<file path="config.mk">
export PLATFORM = sky130hd
export DESIGN_NAME = event_stream_data_line_parser
export DESIGN_NICKNAME = d
export VERILOG_FILES = /design/src/hdl/esdlp_pkg.sv /design/src/hdl/esdlp_class.sv /design/src/hdl/event_stream_data_line_parser.sv
export SDC_FILE = /design/constraint.sdc
export NUM_CORES = 1
export LEC_CHECK = 0
export BUFFER_PORTS_ARGS = -buffer_cell sky130_fd_sc_hd__buf_4
export CAP_MARGIN = 20
export CORE_ASPECT_RATIO = 2
export CORE_MARGIN = 3
export CORE_UTILIZATION = 32
export DETAILED_ROUTE_END_ITERATION = 12
export PLACE_DENSITY_LB_ADDON = 0.3
export SYNTH_ARGS = -nofsm -noshare
export SYNTH_HDL_FRONTEND = slang
export SYNTH_SLANG_ARGS = --single-unit
</file>
<file path="constraint.sdc">
create_clock -name i_clk -period 3.15 [get_ports i_clk]
set_input_delay 0.315 -clock i_clk [delete_from_list [all_inputs] [get_ports i_clk]]
set_output_delay 0.315 -clock i_clk [all_outputs]
set_load 0.05 [all_outputs]
</file>
<file path="src/hdl/esdlp_pkg.sv">
// shared types and constants for the event-stream data line parser
// used by esdlp_class and the top level; no dependencies
package esdlp_pkg;

    localparam int PAYLOAD_DEPTH_DEF = 32;

    localparam logic [7:0] CH_CR    = 8'h0D;
    localparam logic [7:0] CH_LF    = 8'h0A;
    localparam logic [7:0] CH_SP    = 8'h20;
    localparam logic [7:0] CH_COLON = 8'h3A;
    localparam logic [7:0] CH_D     = 8'h64;
    localparam logic [7:0] CH_A     = 8'h61;
    localparam logic [7:0] CH_T     = 8'h74;

    typedef enum logic [3:0] {
        CLS_START     = 4'd0,
        CLS_D         = 4'd1,
        CLS_DA        = 4'd2,
        CLS_DAT       = 4'd3,
        CLS_DATA      = 4'd4,
        CLS_DATA_LINE = 4'd5,
        CLS_IGNORE    = 4'd7
    } t_line_class;

    // what a line byte does to the payload side
    typedef struct packed {
        logic push;
        logic set_started;
    } t_byte_act;

endpackage

</file>
<file path="src/hdl/esdlp_class.sv">
// line classifier: matches the "data:" prefix and decides payload bytes
// depends on esdlp_pkg
module esdlp_class
    import esdlp_pkg::*;
(
    input  t_line_class i_class,
    input  logic [7:0]  i_byte,
    input  logic        i_started,
    output t_line_class o_class,
    output t_byte_act   o_act
);

    always_comb begin
        o_class = CLS_IGNORE;
        o_act   = '0;
        case (i_class)
            CLS_START: begin
                o_class = (i_byte == CH_D) ? CLS_D : CLS_IGNORE;
            end
            CLS_D: begin
                o_class = (i_byte == CH_A) ? CLS_DA : CLS_IGNORE;
            end
            CLS_DA: begin
                o_class = (i_byte == CH_T) ? CLS_DAT : CLS_IGNORE;
            end
            CLS_DAT: begin
                o_class = (i_byte == CH_A) ? CLS_DATA : CLS_IGNORE;
            end
            CLS_DATA: begin
                o_class = (i_byte == CH_COLON) ? CLS_DATA_LINE : CLS_IGNORE;
            end
            CLS_DATA_LINE: begin
                o_class           = CLS_DATA_LINE;
                o_act.set_started = !i_started;
                // one leading space right after the colon is dropped
                o_act.push        = i_started || (i_byte != CH_SP);
            end
            default: begin
                o_class = CLS_IGNORE;
            end
        endcase
    end

endmodule

</file>
<file path="src/hdl/event_stream_data_line_parser.sv">
// top level of the event-stream data line parser: sequencer and payload store
// depends on esdlp_pkg and esdlp_class
//
// Input channel: i_valid/o_stall with i_action and i_in_byte. Action 0 feeds
// one stream byte, action 1 ends the stream and closes a pending event.
// Output channel: o_valid/i_stall with o_out_byte, o_end_of_event,
// o_line_truncated and o_last_of_run (set on the last result of a request).
// A byte other than carriage return that follows a held carriage return on
// a data line passes through S_WR2 (two writes through the one store write
// port). At a line feed the separator or end marker is shown in the next
// cycle; each stored payload byte is then read from the store in S_RD and
// presented in S_OUT. o_stall stays high while results are pending; a stall
// on the output simply holds the current result and freezes the sequencer.
// Synchronous reset returns to line start with an empty event; the payload
// store is not cleared and needs no clearing pass, since only bytes written
// on the current line are ever read back.
module event_stream_data_line_parser
    import esdlp_pkg::*;
#(
    parameter int PAYLOAD_DEPTH = PAYLOAD_DEPTH_DEF
) (
    input  logic       i_clk,
    input  logic       i_rst_n,
    input  logic       i_valid,
    output logic       o_stall,
    input  logic       i_action,
    input  logic [7:0] i_in_byte,
    output logic       o_valid,
    input  logic       i_stall,
    output logic [7:0] o_out_byte,
    output logic       o_end_of_event,
    output logic       o_line_truncated,
    output logic       o_last_of_run
);

    localparam int AW = (PAYLOAD_DEPTH > 1) ? $clog2(PAYLOAD_DEPTH) : 1;
    localparam int LW = $clog2(PAYLOAD_DEPTH + 1);

    typedef enum logic [1:0] {
        S_IDLE,
        S_WR2,
        S_RD,
        S_OUT
    } t_state;

    t_state        r_state;
    t_line_class   r_class;
    logic [1:0]    r_char_cnt;
    logic          r_first_cr;
    logic [LW-1:0] r_plen;
    logic          r_started;
    logic          r_ovf;
    logic          r_has_content;
    logic          r_held_cr;
    logic [7:0]    r_pend;
    logic [LW-1:0] r_rep_len;
    logic [LW-1:0] r_idx;
    logic          r_rep_trunc;
    logic [7:0]    r_out_byte;
    logic          r_end;
    logic          r_trunc;
    logic          r_last;
    logic [7:0]    r_mem [PAYLOAD_DEPTH];

    t_line_class   n_class;
    t_byte_act     byte_act;
    logic          accept;
    logic          is_byte;
    logic          is_lf;
    logic          blank;
    logic          wr_req;
    logic [7:0]    wr_data;
    logic          has_room;

    esdlp_class u_class (
        .i_class   (r_class),
        .i_byte    (i_in_byte),
        .i_started (r_started),
        .o_class   (n_class),
        .o_act     (byte_act)
    );

    assign o_stall          = (r_state != S_IDLE);
    assign o_valid          = (r_state == S_OUT);
    assign o_out_byte       = r_out_byte;
    assign o_end_of_event   = r_end;
    assign o_line_truncated = r_trunc;
    assign o_last_of_run    = r_last;

    assign accept   = i_valid && !o_stall;
    assign is_lf    = (i_in_byte == CH_LF);
    assign is_byte  = accept && !i_action && !is_lf;
    assign blank    = (r_char_cnt == 2'd0) || ((r_char_cnt == 2'd1) && r_first_cr);
    assign has_room = (r_plen < LW'(PAYLOAD_DEPTH));

    // store write request: a held CR goes first, the new byte follows in S_WR2
    always_comb begin
        wr_req  = 1'b0;
        wr_data = r_pend;
        if (r_state == S_WR2) begin
            wr_req = 1'b1;
        end else if (is_byte && byte_act.push) begin
            wr_req  = r_held_cr || (i_in_byte != CH_CR);
            wr_data = r_held_cr ? CH_CR : i_in_byte;
        end
    end

    always_ff @(posedge i_clk) begin
        if (wr_req && has_room) begin
            r_mem[r_plen[AW-1:0]] <= wr_data;
        end
    end

    always_ff @(posedge i_clk) begin
        if (!i_rst_n) begin
            r_state       <= S_IDLE;
            r_class       <= CLS_START;
            r_char_cnt    <= 2'd0;
            r_first_cr    <= 1'b0;
            r_plen        <= '0;
            r_started     <= 1'b0;
            r_ovf         <= 1'b0;
            r_has_content <= 1'b0;
            r_held_cr     <= 1'b0;
        end else begin
            if (wr_req) begin
                if (has_room) begin
                    r_plen <= r_plen + LW'(1);
                end else begin
                    r_ovf <= 1'b1;
                end
            end
            case (r_state)
                S_IDLE: begin
                    if (accept) begin
                        if (i_action || is_lf) begin
                            // line clear
                            r_class    <= CLS_START;
                            r_char_cnt <= 2'd0;
                            r_first_cr <= 1'b0;
                            r_plen     <= '0;
                            r_started  <= 1'b0;
                            r_ovf      <= 1'b0;
                            r_held_cr  <= 1'b0;
                        end
                        if (i_action || (is_lf && blank)) begin
                            if (r_has_content) begin
                                r_out_byte    <= 8'd0;
                                r_end         <= 1'b1;
                                r_trunc       <= 1'b0;
                                r_last        <= 1'b1;
                                r_has_content <= 1'b0;
                                r_state       <= S_OUT;
                            end
                        end else if (is_lf) begin
                            if (r_class == CLS_DATA_LINE) begin
                                r_rep_len   <= r_plen;
                                r_rep_trunc <= r_ovf;
                                r_idx       <= '0;
                                if (r_plen != '0) begin
                                    r_has_content <= 1'b1;
                                end
                                if (r_has_content) begin
                                    r_out_byte <= CH_LF;
                                    r_end      <= 1'b0;
                                    r_trunc    <= r_ovf;
                                    r_last     <= (r_plen == '0);
                                    r_state    <= S_OUT;
                                end else if (r_plen != '0) begin
                                    r_state <= S_RD;
                                end
                            end
                        end else begin
                            if ((r_char_cnt == 2'd0) && (i_in_byte == CH_CR)) begin
                                r_first_cr <= 1'b1;
                            end
                            if (r_char_cnt != 2'd3) begin
                                r_char_cnt <= r_char_cnt + 2'd1;
                            end
                            r_class <= n_class;
                            if (byte_act.set_started) begin
                                r_started <= 1'b1;
                            end
                            if (byte_act.push) begin
                                r_held_cr <= (i_in_byte == CH_CR);
                                r_pend    <= i_in_byte;
                                if (r_held_cr && (i_in_byte != CH_CR)) begin
                                    r_state <= S_WR2;
                                end
                            end
                        end
                    end
                end
                S_WR2: begin
                    r_state <= S_IDLE;
                end
                S_RD: begin
                    r_out_byte <= r_mem[r_idx[AW-1:0]];
                    r_end      <= 1'b0;
                    r_trunc    <= r_rep_trunc;
                    r_last     <= ((r_idx + LW'(1)) == r_rep_len);
                    r_idx      <= r_idx + LW'(1);
                    r_state    <= S_OUT;
                end
                S_OUT: begin
                    if (!i_stall) begin
                        r_state <= r_last ? S_IDLE : S_RD;
                    end
                end
                default: begin
                    r_state <= S_IDLE;
                end
            endcase
        end
    end

endmodule

</file>
Yosys cells after proc, flatten, opt, wreduce, memory -nomap -nowiden
Memory sizes are Yosys's and may differ from the RTL's. A register that Yosys moved wholly into a read port is not among the register bits.
Cells that the tools add are included.
{"block": "classes", "addsub": 3, "multipliers": 0, "n_div": 0, "n_lt_le_gt_ge": 1, "eq_ne": 32, "n_shift": 0, "n_mux": 91, "n_bitwise": 2, "reduce_logical": 35}
{"op": "8-bit 2-to-1 mux", "count": 9}
{"op": "6-bit 2-to-1 mux", "count": 9}
{"op": "1-bit 2-to-1 mux", "count": 41}
{"op": "2-bit 2-to-1 mux", "count": 18}
{"op": "8-bit by 7-bit == test with 1-bit output, second input constant", "count": 3}
{"op": "4-bit case mux with 6 select lines", "count": 1}
{"op": "6-bit AND reduction", "count": 3}
{"op": "8-bit by 4-bit == test with 1-bit output, second input constant", "count": 2}
{"op": "4-bit inequality test, second input constant", "count": 4}
{"op": "8-bit case mux with 2 select lines", "count": 1}
{"op": "7-bit AND reduction", "count": 2}
{"op": "6-bit by 1-bit adder with 6-bit output, second input constant", "count": 2}
{"op": "4-bit 2-to-1 mux", "count": 3}
{"op": "2-bit inequality test, second input constant", "count": 6}
{"op": "6-bit case mux with 2 select lines", "count": 1}
{"op": "2-bit nonzero test", "count": 5}
{"op": "1-bit logical AND", "count": 9}
{"op": "3-bit 2-to-1 mux", "count": 3}
{"op": "3-bit inequality test, second input constant", "count": 3}
{"op": "4-bit by 2-bit == test with 1-bit output, second input constant", "count": 2}
{"op": "4-bit by 3-bit == test with 1-bit output, second input constant", "count": 2}
{"op": "8-bit by 6-bit == test with 1-bit output, second input constant", "count": 1}
{"op": "8-bit by 4-bit inequality test with 1-bit output, second input constant", "count": 1}
{"op": "8-bit by 6-bit inequality test with 1-bit output, second input constant", "count": 1}
{"op": "other kinds (19)", "count": 32}
{"block": "word_totals", "register_bits": 51, "latchBits": 0, "ram_bits": 256, "romBits": 0, "input_bits": 13, "out_inout_bits": 13, "memories": 1}
{"memory": "r_mem", "depth": 32, "word_bits": 8, "rd": 1, "rd_ports_with_merged_regs": 1, "wr": 1, "line_no": "event_stream_data_line_parser.sv:63", "rtl": "logic [7:0] r_mem [PAYLOAD_DEPTH];"}

Depth between registers and ports, before layout
Gate-level depths: netlist of the first run.
{"block": "depth", "depth_word": 12, "depth_mapped": 7}

By module
Synthesis of the first run repeated with hierarchy kept, for this count alone.
{"block": "unflattened", "hier_cells": 707, "area_unflattened_um2": 12710.9}
{"module": "event_stream_data_line_parser", "instances": 1, "cells_each": 679, "area_per_inst_um2": 12512.0, "seq_area_each_um2": 9128.8}
{"module": "esdlp_class", "instances": 1, "cells_each": 28, "area_per_inst_um2": 198.9, "seq_area_each_um2": 0.0}

Worst setup path after synthesis of the first run
OpenSTA, ideal clock, no wires.
{"block": "synth_timing", "path_kind": "register to register", "startpoint": "register r_state[0]", "endpoint": "memory r_mem[0][5] (data pin)", "t_arrival_ns": 2.741, "required_ns": 2.696, "slack_ns": -0.045, "stages_incl_launch_ff": 6, "synth_period_minus_slack_ns": 3.195, "cell_sequence": "dfxtp_1 or3b_4 a211oi_4 nand2_1 clkbuf_1 o21ai_0"}
{"block": "synth_via", "elab_chain_len": 8}
{"item": "from (decl)", "line_no": "event_stream_data_line_parser.sv:46", "rtl": "t_state r_state;"}
{"item": "from (signal assigned)", "line_no": "event_stream_data_line_parser.sv:207", "rtl": "r_state <= r_last ? S_IDLE : S_RD;"}
{"item": "2-bit nonzero test", "line_no": "event_stream_data_line_parser.sv:83", "rtl": "assign o_stall = (r_state != S_IDLE);"}
{"item": "1-bit logical NOT", "line_no": "event_stream_data_line_parser.sv:90", "rtl": "assign accept = i_valid && !o_stall;"}
{"item": "1-bit logical AND", "line_no": "event_stream_data_line_parser.sv:90"}
{"item": "1-bit logical AND (2 in a row)", "line_no": "event_stream_data_line_parser.sv:92", "rtl": "assign is_byte = accept && !i_action && !is_lf;"}
{"item": "1-bit logical AND", "line_no": "event_stream_data_line_parser.sv:102", "rtl": "end else if (is_byte && byte_act.push) begin"}
{"item": "8-bit 2-to-1 mux", "line_no": "event_stream_data_line_parser.sv:102"}
{"item": "8-bit 2-to-1 mux (*)", "line_no": "event_stream_data_line_parser.sv:100", "rtl": "if (r_state == S_WR2) begin"}
{"item": "net wr_data[5]", "line_no": "event_stream_data_line_parser.sv:72", "rtl": "logic [7:0] wr_data;"}
{"item": "to (decl)", "line_no": "event_stream_data_line_parser.sv:63"}
Mark *: on every way through the listed nets, which the timed path passes. The rest lies on a longest branch.

==> results of run 1 <==
==> metrics by stage <==
stage	cell area (sq um)	total power [W]	hold WS, ps	setup WS (ps)
final	14780	0.008749	35.45	372.5
after global routing	14780	0.009076	23.28	159.2
after CTS	14780	0.008858	14.26	300.2
after detailed placement	13850	0.005530	477.1	316.4
after global placement	13840	0.005523	464.8	285.1
after floorplan	12580	0.005222	413.9	-45.13
==> state kept, by name, indices dropped and copies added (netlist names), 4 cells and up, named ones only <==
name	count
r_class	4
r_idx	6
r_mem	256
o_out_byte	8
r_plen	6
r_pend	8
r_rep_len	6
==> cell usage in the layout (no fill, tap or decap), types with 3 or more instances in the layout <==
master | netlist | routed
dfxtp_1 | 24 | 22
a21oi_1 | 14 | 14
and3_1 | 4 | 4
or3_1 | 4 | 4
nor2_1 | 64 | 64
edfxtp_1 | 288 | 288
a31oi_1 | 6 | 6
clkbuf_16 | 0 | 27
o22ai_1 | 9 | 9
dlygate4sd3_1 | 0 | 6
nand3_1 | 16 | 16
clkinv_2 | 0 | 6
nand2_1 | 33 | 33
clkinv_1 | 1 | 7
buf_4 | 2 | 73
ha_1 | 8 | 8
xor2_1 | 6 | 6
inv_1 | 11 | 11
nor2b_1 | 9 | 9
bufinv_16 | 0 | 4
o21ai_2 | 0 | 8
a22o_1 | 13 | 13
or2_2 | 3 | 3
mux2_2 | 9 | 9
xnor2_1 | 6 | 6
mux4_2 | 62 | 62
nor4bb_1 | 3 | 3
and2_1 | 3 | 3
o21ai_0 | 18 | 10
a2111oi_0 | 4 | 4
buf_12 | 0 | 8
nand3b_1 | 3 | 3
nand2b_1 | 3 | 3
a221oi_1 | 13 | 13
==> cell type report <==
class | instances | share of cell area (%)
repair buffers | 88 | 5.273
flip-flops and latches | 312 | 61.78
inverters | 12 | 0.3047
clock buffers | 29 | 4.621
well taps | 520 | 4.401
multi-input cells | 356 | 22.34
clock inverters | 18 | 1.278
==> cell usage after synthesis (3+ instances only) <==
| cell | number |
|---|---|
| a2111oi_0 | 4 |
| a21oi_1 | 14 |
| a221oi_1 | 13 |
| a22o_1 | 13 |
| a31oi_1 | 6 |
| and2_1 | 3 |
| and3_1 | 4 |
| buf_2 | 12 |
| clkbuf_1 | 15 |
| dfxtp_1 | 24 |
| edfxtp_1 | 288 |
| ha_1 | 8 |
| inv_1 | 11 |
| mux2_2 | 9 |
| mux4_2 | 62 |
| nand2_1 | 33 |
| nand2b_1 | 3 |
| nand3_1 | 16 |
| nand3b_1 | 3 |
| nor2_1 | 64 |
| nor2b_1 | 9 |
| nor4bb_1 | 3 |
| o21ai_0 | 18 |
| o22ai_1 | 9 |
| or2_2 | 3 |
| or3_1 | 4 |
| xnor2_1 | 6 |
| xor2_1 | 6 |
==> cell families after synthesis <==
family                     after synthesis
AOI/OAI and AO/OA                      102
adders and majority gates                8
DFF                                    312
xor gates and xnor gates                12
buffers and inverters                   42
muxes                                   71
and+or+nand+nor                        163
==> worst max-delay path, delay by kind of cell, from the launching register on <==
kind,cells,cell delay (ps)
multiplexers,1,600
AO/OA/AOI/OAI,3,1070
flip-flops,1,770
==> what timing repair did <==
| action | CTS | global route |
|---|---|---|
| hold endpoints to repair | 6 | 0 |
| endpoints found under the setup margin | 0 | 0 |
| hold buffers | 6 | 0 |
==> metal layers <==
| layer | vias up | wire length, microns |
|---|---|---|
| met5 | - | 0 |
| met4 | 0 | 1048 |
| met3 | 49 | 777 |
| met2 | 131 | 17590 |
| met1 | 3438 | 10080 |
| li1 | 3050 | - |
==> how the worst max path moves through the flow <==
stage                                              to  slack [ps]  cells past startpoint
after floorplan                 r_mem[0][5]$_DFFE_PP_         -50                      5
after global placement    o_out_byte[5]$_SDFFCE_PN0P_         290                      5
after detailed placement  o_out_byte[5]$_SDFFCE_PN0P_         320                      5
after CTS                 o_out_byte[5]$_SDFFCE_PN0P_         300                      5
after global routing      o_out_byte[5]$_SDFFCE_PN0P_         160                      5
final                     o_out_byte[6]$_SDFFCE_PN0P_         370                      4
==> power breakdown <==
| group | internal [W] | total, W | switching, W |
|---|---|---|---|
| Combinational | 0.000367 | 0.000825 | 0.000459 |
| Sequential | 0.00453 | 0.00461 | 0.0000783 |
| Clock | 0.00189 | 0.00332 | 0.00143 |
| Total | 0.00678 | 0.00875 | 0.00197 |
==> impl_metrics.toml, run 1 <==
[synth]
synthAdderAreaFrac_pct = 0.7955
postSynthAreaPerCell_sq_um = 17.72
yosysSeqAreaShare_pct = 72.55
netlist_area_sq_um = 12580
syn_inst = 710
synth_area_leaders = "edfxtp_1, mux4_2, dfxtp_1, nor2_1, nand2_1"
synth_edf_count = 288
synth_cell_types = 63
synth_flop_cell = "edfxtp_1"
synth-compound-area-share_pct = 5.917
synthMuxAreaShare_pct = 11.90
synth_top_family_by_area = "multiplexers"
yosys.area.top_type_share_pct = 68.74
synth_xor_area_share_pct = 0.8353
ys_ff_latch = 312
yosysWarnings = 0
yosysTopAreaCell = "edfxtp_1"
synth_nets = 731
async_flop_share_pct = 0
synthSimpleGateAreaFrac_pct = 6.563

[place]
io_buffer_count = 25
place_congestion = 0.7734
dpl.cell_count = 1282
hpwl_microns = 20980

[min_path]
holdPathEnd = "r_state[0]$_SDFFE_PN0P_"
holdPathStages = 3
worstHoldPathType = "in -> reg"
hold_start = "i_stall"

[routing]
drt_iter0_drc = 394
ant_nets = 0
post_drt_wl_per_cell_microns = 22.10
drc = 0
via_per_inst = 4.995
dr.pass1.iters = 5
via_count = 6668
wirelength_microns = 29500

[sta]
fin_setup_tns_ps = 0
worst_pin_slew_ps = 841.6
fin_skew_ps = 10.47
finalHoldViolations = 0
final.period_utilization_pct = 88.17
rsz0062_at_grt = "false"
setup_viol = 0
timing.fmax_mhz = 360.0
drv_slew = 0
period_minus_slack_ps = 2777
slew_headroom_pct = 43.69

[global_route]
overflow = 0
grt.busiest_layer = "met2"
grt_max_degree = 35
met3_usage_pct = 1.454
grt_first_pass_wirelength_microns = 45010
grt_pass1_vias = 7227
met1_usage_pct = 14.25
met2_usage_pct = 28.88
grt_antenna_before_repair = 0
grt_usage_pct = 14.11

[setup_path]
r2r-end = "o_out_byte[6]$_SDFFCE_PN0P_"
cp_slowest_stage_delay_ps = 770
critPathArrivalTime_ps = 3020
slowest_stage = "dfxtp_4"
reg2reg_depth = 4
worstSetupPathType = "reg -> reg"
crit_fanout = 33
end_kind = "flop"
start_kind = "flop"
cp_cell_sequence = "mux4_2, a22o_1, a221oi_1, o22ai_1"
reg2reg_slack_ps = 370
critPathRequiredTime_ps = 3390

[clocking]
clock-sinks = 312
clk_pin_slew_worst_paths_ps = 70
cts_setup_buffers = 0
h-tree-depth = 1
cts_tree = "built"
cts_resized = 0
clock_latency_ps = 540
cts_buffer_depth = 3
numCtsBuffers = 27
cts_root_buf = "clkbuf_16"

[floorplan]
coreArea_sq_um = 38800
die_height_microns = 286.4
die_w_microns = 146.2
initial_utilization_pct = 32.43
ios = 26
dieArea_sq_um = 41880
fp-row-count = 102

[pwr]
p_per_area_nw_per_um2 = 591.8
power_leakage_nw = 4.755
ir_drop_mv = 0.4023

[final_layout]
area_growth_pct = 17.50
diodes = 0
fillers = 3652
fin_nets = 818
layoutNonFillerInstCount = 1335
regArea_sq_um = 9134
postLayoutCoreUtil_pct = 38.11
drive_gt1_share_pct = 26.26
multi_input_area_sq_um = 3303

[status]
status = "finished clean"

[run]
cap_violations = 0
Power figures use the tool's default switching activity.
==> run 2: changes to the inputs <==
- CORE_UTILIZATION: 32 -> 30
==> impl_metrics.toml, run 2 (same netlist as run 1, synthesis figures left out) <==
[status]
status = "finished clean"

[setup_path]
cp_top_family = "simple AND/OR/NAND/NOR gates"
worstSetupPathType = "reg -> reg"
end_kind = "flop"
cp_cell_sequence = "or3b_4, a211oi_4, a31o_2, nand2_1, buf_4, nor2_1"
crit_fanout = 9
slowest_stage = "nor2_1"
crit_buf_inv = 1
critPathRequiredTime_ps = 3320
cp_slowest_stage_delay_ps = 590
start_kind = "flop"
critPathArrivalTime_ps = 2830

[sta]
timing.fmax_mhz = 376.1
setup_viol = 0
rsz0062_at_grt = "false"
worst_pin_slew_ps = 793.4
fin_skew_ps = 11.35
worst_slack_ps = 491.2
period_minus_slack_ps = 2659
final.period_utilization_pct = 84.41
slew_headroom_pct = 47.03
fin_setup_tns_ps = 0
finalHoldViolations = 0
drv_slew = 0

[floorplan]
ios = 26
initial_utilization_pct = 30.50
die_w_microns = 150.8
fp-row-count = 105
die_height_microns = 295.6
coreArea_sq_um = 41250
dieArea_sq_um = 44580

[clocking]
clk_pin_slew_worst_paths_ps = 70
hold_buffers = 5
cts_setup_buffers = 0
numCtsBuffers = 27
cts_root_buf = "clkbuf_16"
cts_buffer_depth = 3
cts_tree = "built"
clock_latency_ps = 540
cts_resized = 0
clock-sinks = 312
h-tree-depth = 1

[global_route]
grt_usage_pct = 13.40
grt_antenna_before_repair = 0
overflow = 0
grt_first_pass_wirelength_microns = 44400
grt_max_degree = 33
grt_pass1_vias = 7082

[place]
place_ws_ps = 428.8
io_buffer_count = 25
place_congestion = 0.8238
hpwl_microns = 20970
post_dp_cell_area_sq_um = 13880

[routing]
drt_iter0_drc = 365
via_per_inst = 4.885
dr.pass1.iters = 4
drc = 0
via_count = 6649
post_drt_wl_per_cell_microns = 21.80
wirelength_microns = 29670
ant_nets = 0

[final_layout]
postLayoutCoreUtil_pct = 35.82
largest_reg_flops = 256
final_design_area_no_fill_sq_um = 14780
multi_input_area_sq_um = 3303
fillers = 3927
regArea_sq_um = 9134
final_common_cell = "edfxtp_1"
drive_gt1_share_pct = 27.12
fin_nets = 828
area_growth_pct = 17.45
layout_common_cells = "edfxtp_1, buf_4, nor2_1"
diodes = 0

[pwr]
ir_drop_mv = 0.3284
total_power_w = 0.008685
p_per_area_nw_per_um2 = 587.7
power_leakage_nw = 4.751

[min_path]
worstHoldPathType = "in -> reg"

[run]
cap_violations = 0
==> run 2: power breakdown <==
| part | switching (W) | internal, W |
|---|---|---|
| Sequential | 0.0000735 | 0.00453 |
| Combinational | 0.000475 | 0.000380 |
| Clock | 0.00148 | 0.00175 |
| Total | 0.00203 | 0.00665 |
==> run 2: path summary, 6_finish.rpt <==
check,startpoint,to,slack (ps),cells past startpoint
worst max register to register,r_state[0]$_SDFFE_PN0P_,r_mem[28][7]$_DFFE_PP_,490,6
worst max-delay path,r_state[0]$_SDFFE_PN0P_,r_mem[28][7]$_DFFE_PP_,490,6
worst min-delay path,i_in_byte[2],r_pend[2]$_DFFE_PP_,30,1
worst min register to register,r_started$_SDFFE_PN0P_,r_started$_SDFFE_PN0P_,490,2
==> run 2: final cells by class <==
type | instances | area share [%]
multi-input cells | 356 | 22.35
clock inverters | 18 | 1.041
well taps | 535 | 4.530
inverters | 12 | 0.3048
flip-flops and latches | 312 | 61.81
clock buffers | 30 | 4.648
repair buffers | 98 | 5.317
==> run 2: metrics by stage <==
step | hold WS [ps] | cells
6_report | 28.57 | 1361
5_1_grt | 20.00 | 1361
4_1_cts | 5.706 | 1360
3_5_place_dp | 466.7 | 1307
3_3_place_gp | 468.6 | 1307
2_1_floorplan | 413.9 | 710
==> run 2: metal layers <==
metal / vias to the layer above / routed length, microns / track usage, %
met5: - / 0 / 0
met4: 0 / 1040 / 4.916
met3: 53 / 954 / 1.330
met2: 145 / 17610 / 27.16
met1: 3389 / 10070 / 13.74
li1: 3062 / - / -
==> run 3: changes to the inputs <==
- clock period: 3.15 -> 2.5 ns (I/O delays scaled with it)
==> impl_metrics.toml, run 3 (same netlist as run 1, synthesis figures left out) <==
[clocking]
clock_latency_ps = 540
clock-sinks = 312
cts_buffer_depth = 3
clk_pin_slew_worst_paths_ps = 70
cts_root_buf = "clkbuf_16"
h-tree-depth = 1
cts_setup_buffers = 0
numCtsBuffers = 26
cts_tree = "built"

[final_layout]
fin_nets = 853
final_design_area_no_fill_sq_um = 14990
largest_reg_flops = 256
area_growth_pct = 19.13
final_common_cell = "edfxtp_1"
diodes = 0
fillers = 3910
layout_common_cells = "edfxtp_1, buf_4, nor2_1"
layoutNonFillerInstCount = 1387
drive_gt1_share_pct = 28.40

[setup_path]
slowest_stage = "dfxtp_4"
r2r-end = "o_out_byte[6]$_SDFFCE_PN0P_"
cp_top_family = "flip-flops"
critPathArrivalTime_ps = 2590
start_kind = "flop"
reg2reg_slack_ps = 190
worstSetupPathType = "reg -> reg"
cp_slowest_stage_delay_ps = 560
critPathRequiredTime_ps = 2780
cp_common_cell = "buf_4"
crit_fanout = 16
cp_cell_sequence = "buf_4, mux4_2, a221oi_2, buf_4, o22ai_1"
end_kind = "flop"
crit_buf_inv = 2
reg2reg_depth = 5

[floorplan]
coreArea_sq_um = 41250
dieArea_sq_um = 44580
die_w_microns = 150.8
die_height_microns = 295.6
initial_utilization_pct = 30.50
fp-row-count = 105
ios = 26

[place]
io_buffer_count = 25
place_congestion = 0.7961
post_dp_cell_area_sq_um = 14070
dpl.cell_count = 1328
hpwl_microns = 21740

[pwr]
power_leakage_nw = 4.874
p_per_area_nw_per_um2 = 722.6
ir_drop_mv = 0.4165

[sta]
rsz0062_at_grt = "false"
drv_slew = 0
worst_pin_slew_ps = 569.6
period_minus_slack_ps = 2312
slew_headroom_pct = 61.77
fin_skew_ps = 9.708
timing.fmax_mhz = 432.5
final.period_utilization_pct = 92.49
finalHoldViolations = 0
setup_viol = 0

[routing]
wl_met3_microns = 951
via_count = 6697
via_per_inst = 4.828
dr.pass1.iters = 4
post_drt_wl_per_cell_microns = 22.40
ant_nets = 0
routed.top_layer = "met4"
drt_iter0_drc = 395
wirelength_microns = 31070
drc = 0
wl_met2_microns = 18170
m1WireLength_microns = 10620

[global_route]
grt_usage_pct = 14.12
overflow = 0
grt_first_pass_wirelength_microns = 46200
grt_max_degree = 33
grt_antenna_before_repair = 0
grt_pass1_vias = 7252

[status]
status = "finished clean"

[run]
cap_violations = 0

[min_path]
worstHoldPathType = "in -> reg"
hold_start = "i_action"
holdPathEnd = "r_class[0]$_SDFFE_PN0P_"
holdPathStages = 5
-- run 3: cell count changes in the layout (fill, tap and decap cells not counted) --
cell | previous run | this run
clkinv_1 | 8 | 11
clkinvlp_4 | 4 | 2
a221oi_2 | 0 | 1
inv_6 | 0 | 1
inv_8 | 2 | 0
dlygate4sd3_1 | 5 | 11
buf_4 | 90 | 107
buf_12 | 3 | 6
clkinv_2 | 3 | 4
bufinv_16 | 2 | 1
a221oi_1 | 13 | 12
-- run 3: per-layer routing --
layer | global-route usage [%] | vias up
met5 | 0 | -
met4 | 6.200 | 0
met3 | 1.391 | 52
met2 | 28.54 | 127
met1 | 14.08 | 3401
li1 | - | 3117
-- run 3: report_power, final --
part,total [W],internal [W],switching (W)
Combinational,0.00118,0.000538,0.000641
Clock,0.00388,0.00207,0.00181
Sequential,0.00577,0.00570,0.0000646
Total,0.0108,0.00832,0.00252
-- run 3: through the flow --
stage / TNS, ps / setup WS (ps) / total power (W) / hold slack [ps] / utilization (%)
finish: 0 / 187.8 / 0.01083 / 173.3 / 36.34
global route: 0 / 50.99 / 0.01124 / 170.4 / 36.34
CTS: 0 / 105.8 / 0.01098 / 144.3 / 36.34
detailed placement: -28.53 / -28.53 / 0.007069 / 461.1 / 34.12
global placement: -24.04 / -24.04 / 0.007064 / 457.9 / 34.12
floorplan: -94560 / -492.5 / 0.006584 / 348.9 / -
-- run 3: tightest hold or removal path, stage by stage --
cell and delay [ps]:
buf_4 120, a211oi_4 40, buf_4 140, o31ai_1 60, a21oi_1 60
-- run 3: area by class of cell --
| cell class | count | area (sq um) | area share, % |
|---|---|---|---|
| Clock buffer | 30 | 686.9 | 4.583 |
| Clock inverter | 18 | 111.4 | 0.7429 |
| Inverter | 12 | 45.04 | 0.3005 |
| Multi-Input combinational cell | 356 | 3309 | 22.08 |
| Sequential cell | 312 | 9134 | 60.93 |
| Tap cell | 535 | 669.4 | 4.466 |
| Timing Repair Buffer | 124 | 1033 | 6.895 |
-- run 3: worst max-delay path by stage --
stage | start | to | depth (start not counted) | slack, ps
after floorplan | r_state[0]$_SDFFE_PN0P_ | r_mem[0][0]$_DFFE_PP_ | 4 | -490
after global placement | flop | o_out_byte[6]$_SDFFCE_PN0P_ | 5 | -20
after detailed placement | flop | o_out_byte[6]$_SDFFCE_PN0P_ | 5 | -30
after CTS | flop | o_out_byte[6]$_SDFFCE_PN0P_ | 5 | 110
after global routing | flop | o_out_byte[6]$_SDFFCE_PN0P_ | 5 | 50
final | flop | o_out_byte[6]$_SDFFCE_PN0P_ | 5 | 190
-- run 3: what timing repair did --
action / in CTS / in global routing
resized for setup: 1 / 0
endpoints found under the setup margin: 1 / 0
endpoints found under the hold margin: 11 / 0
hold buffers: 11 / 0
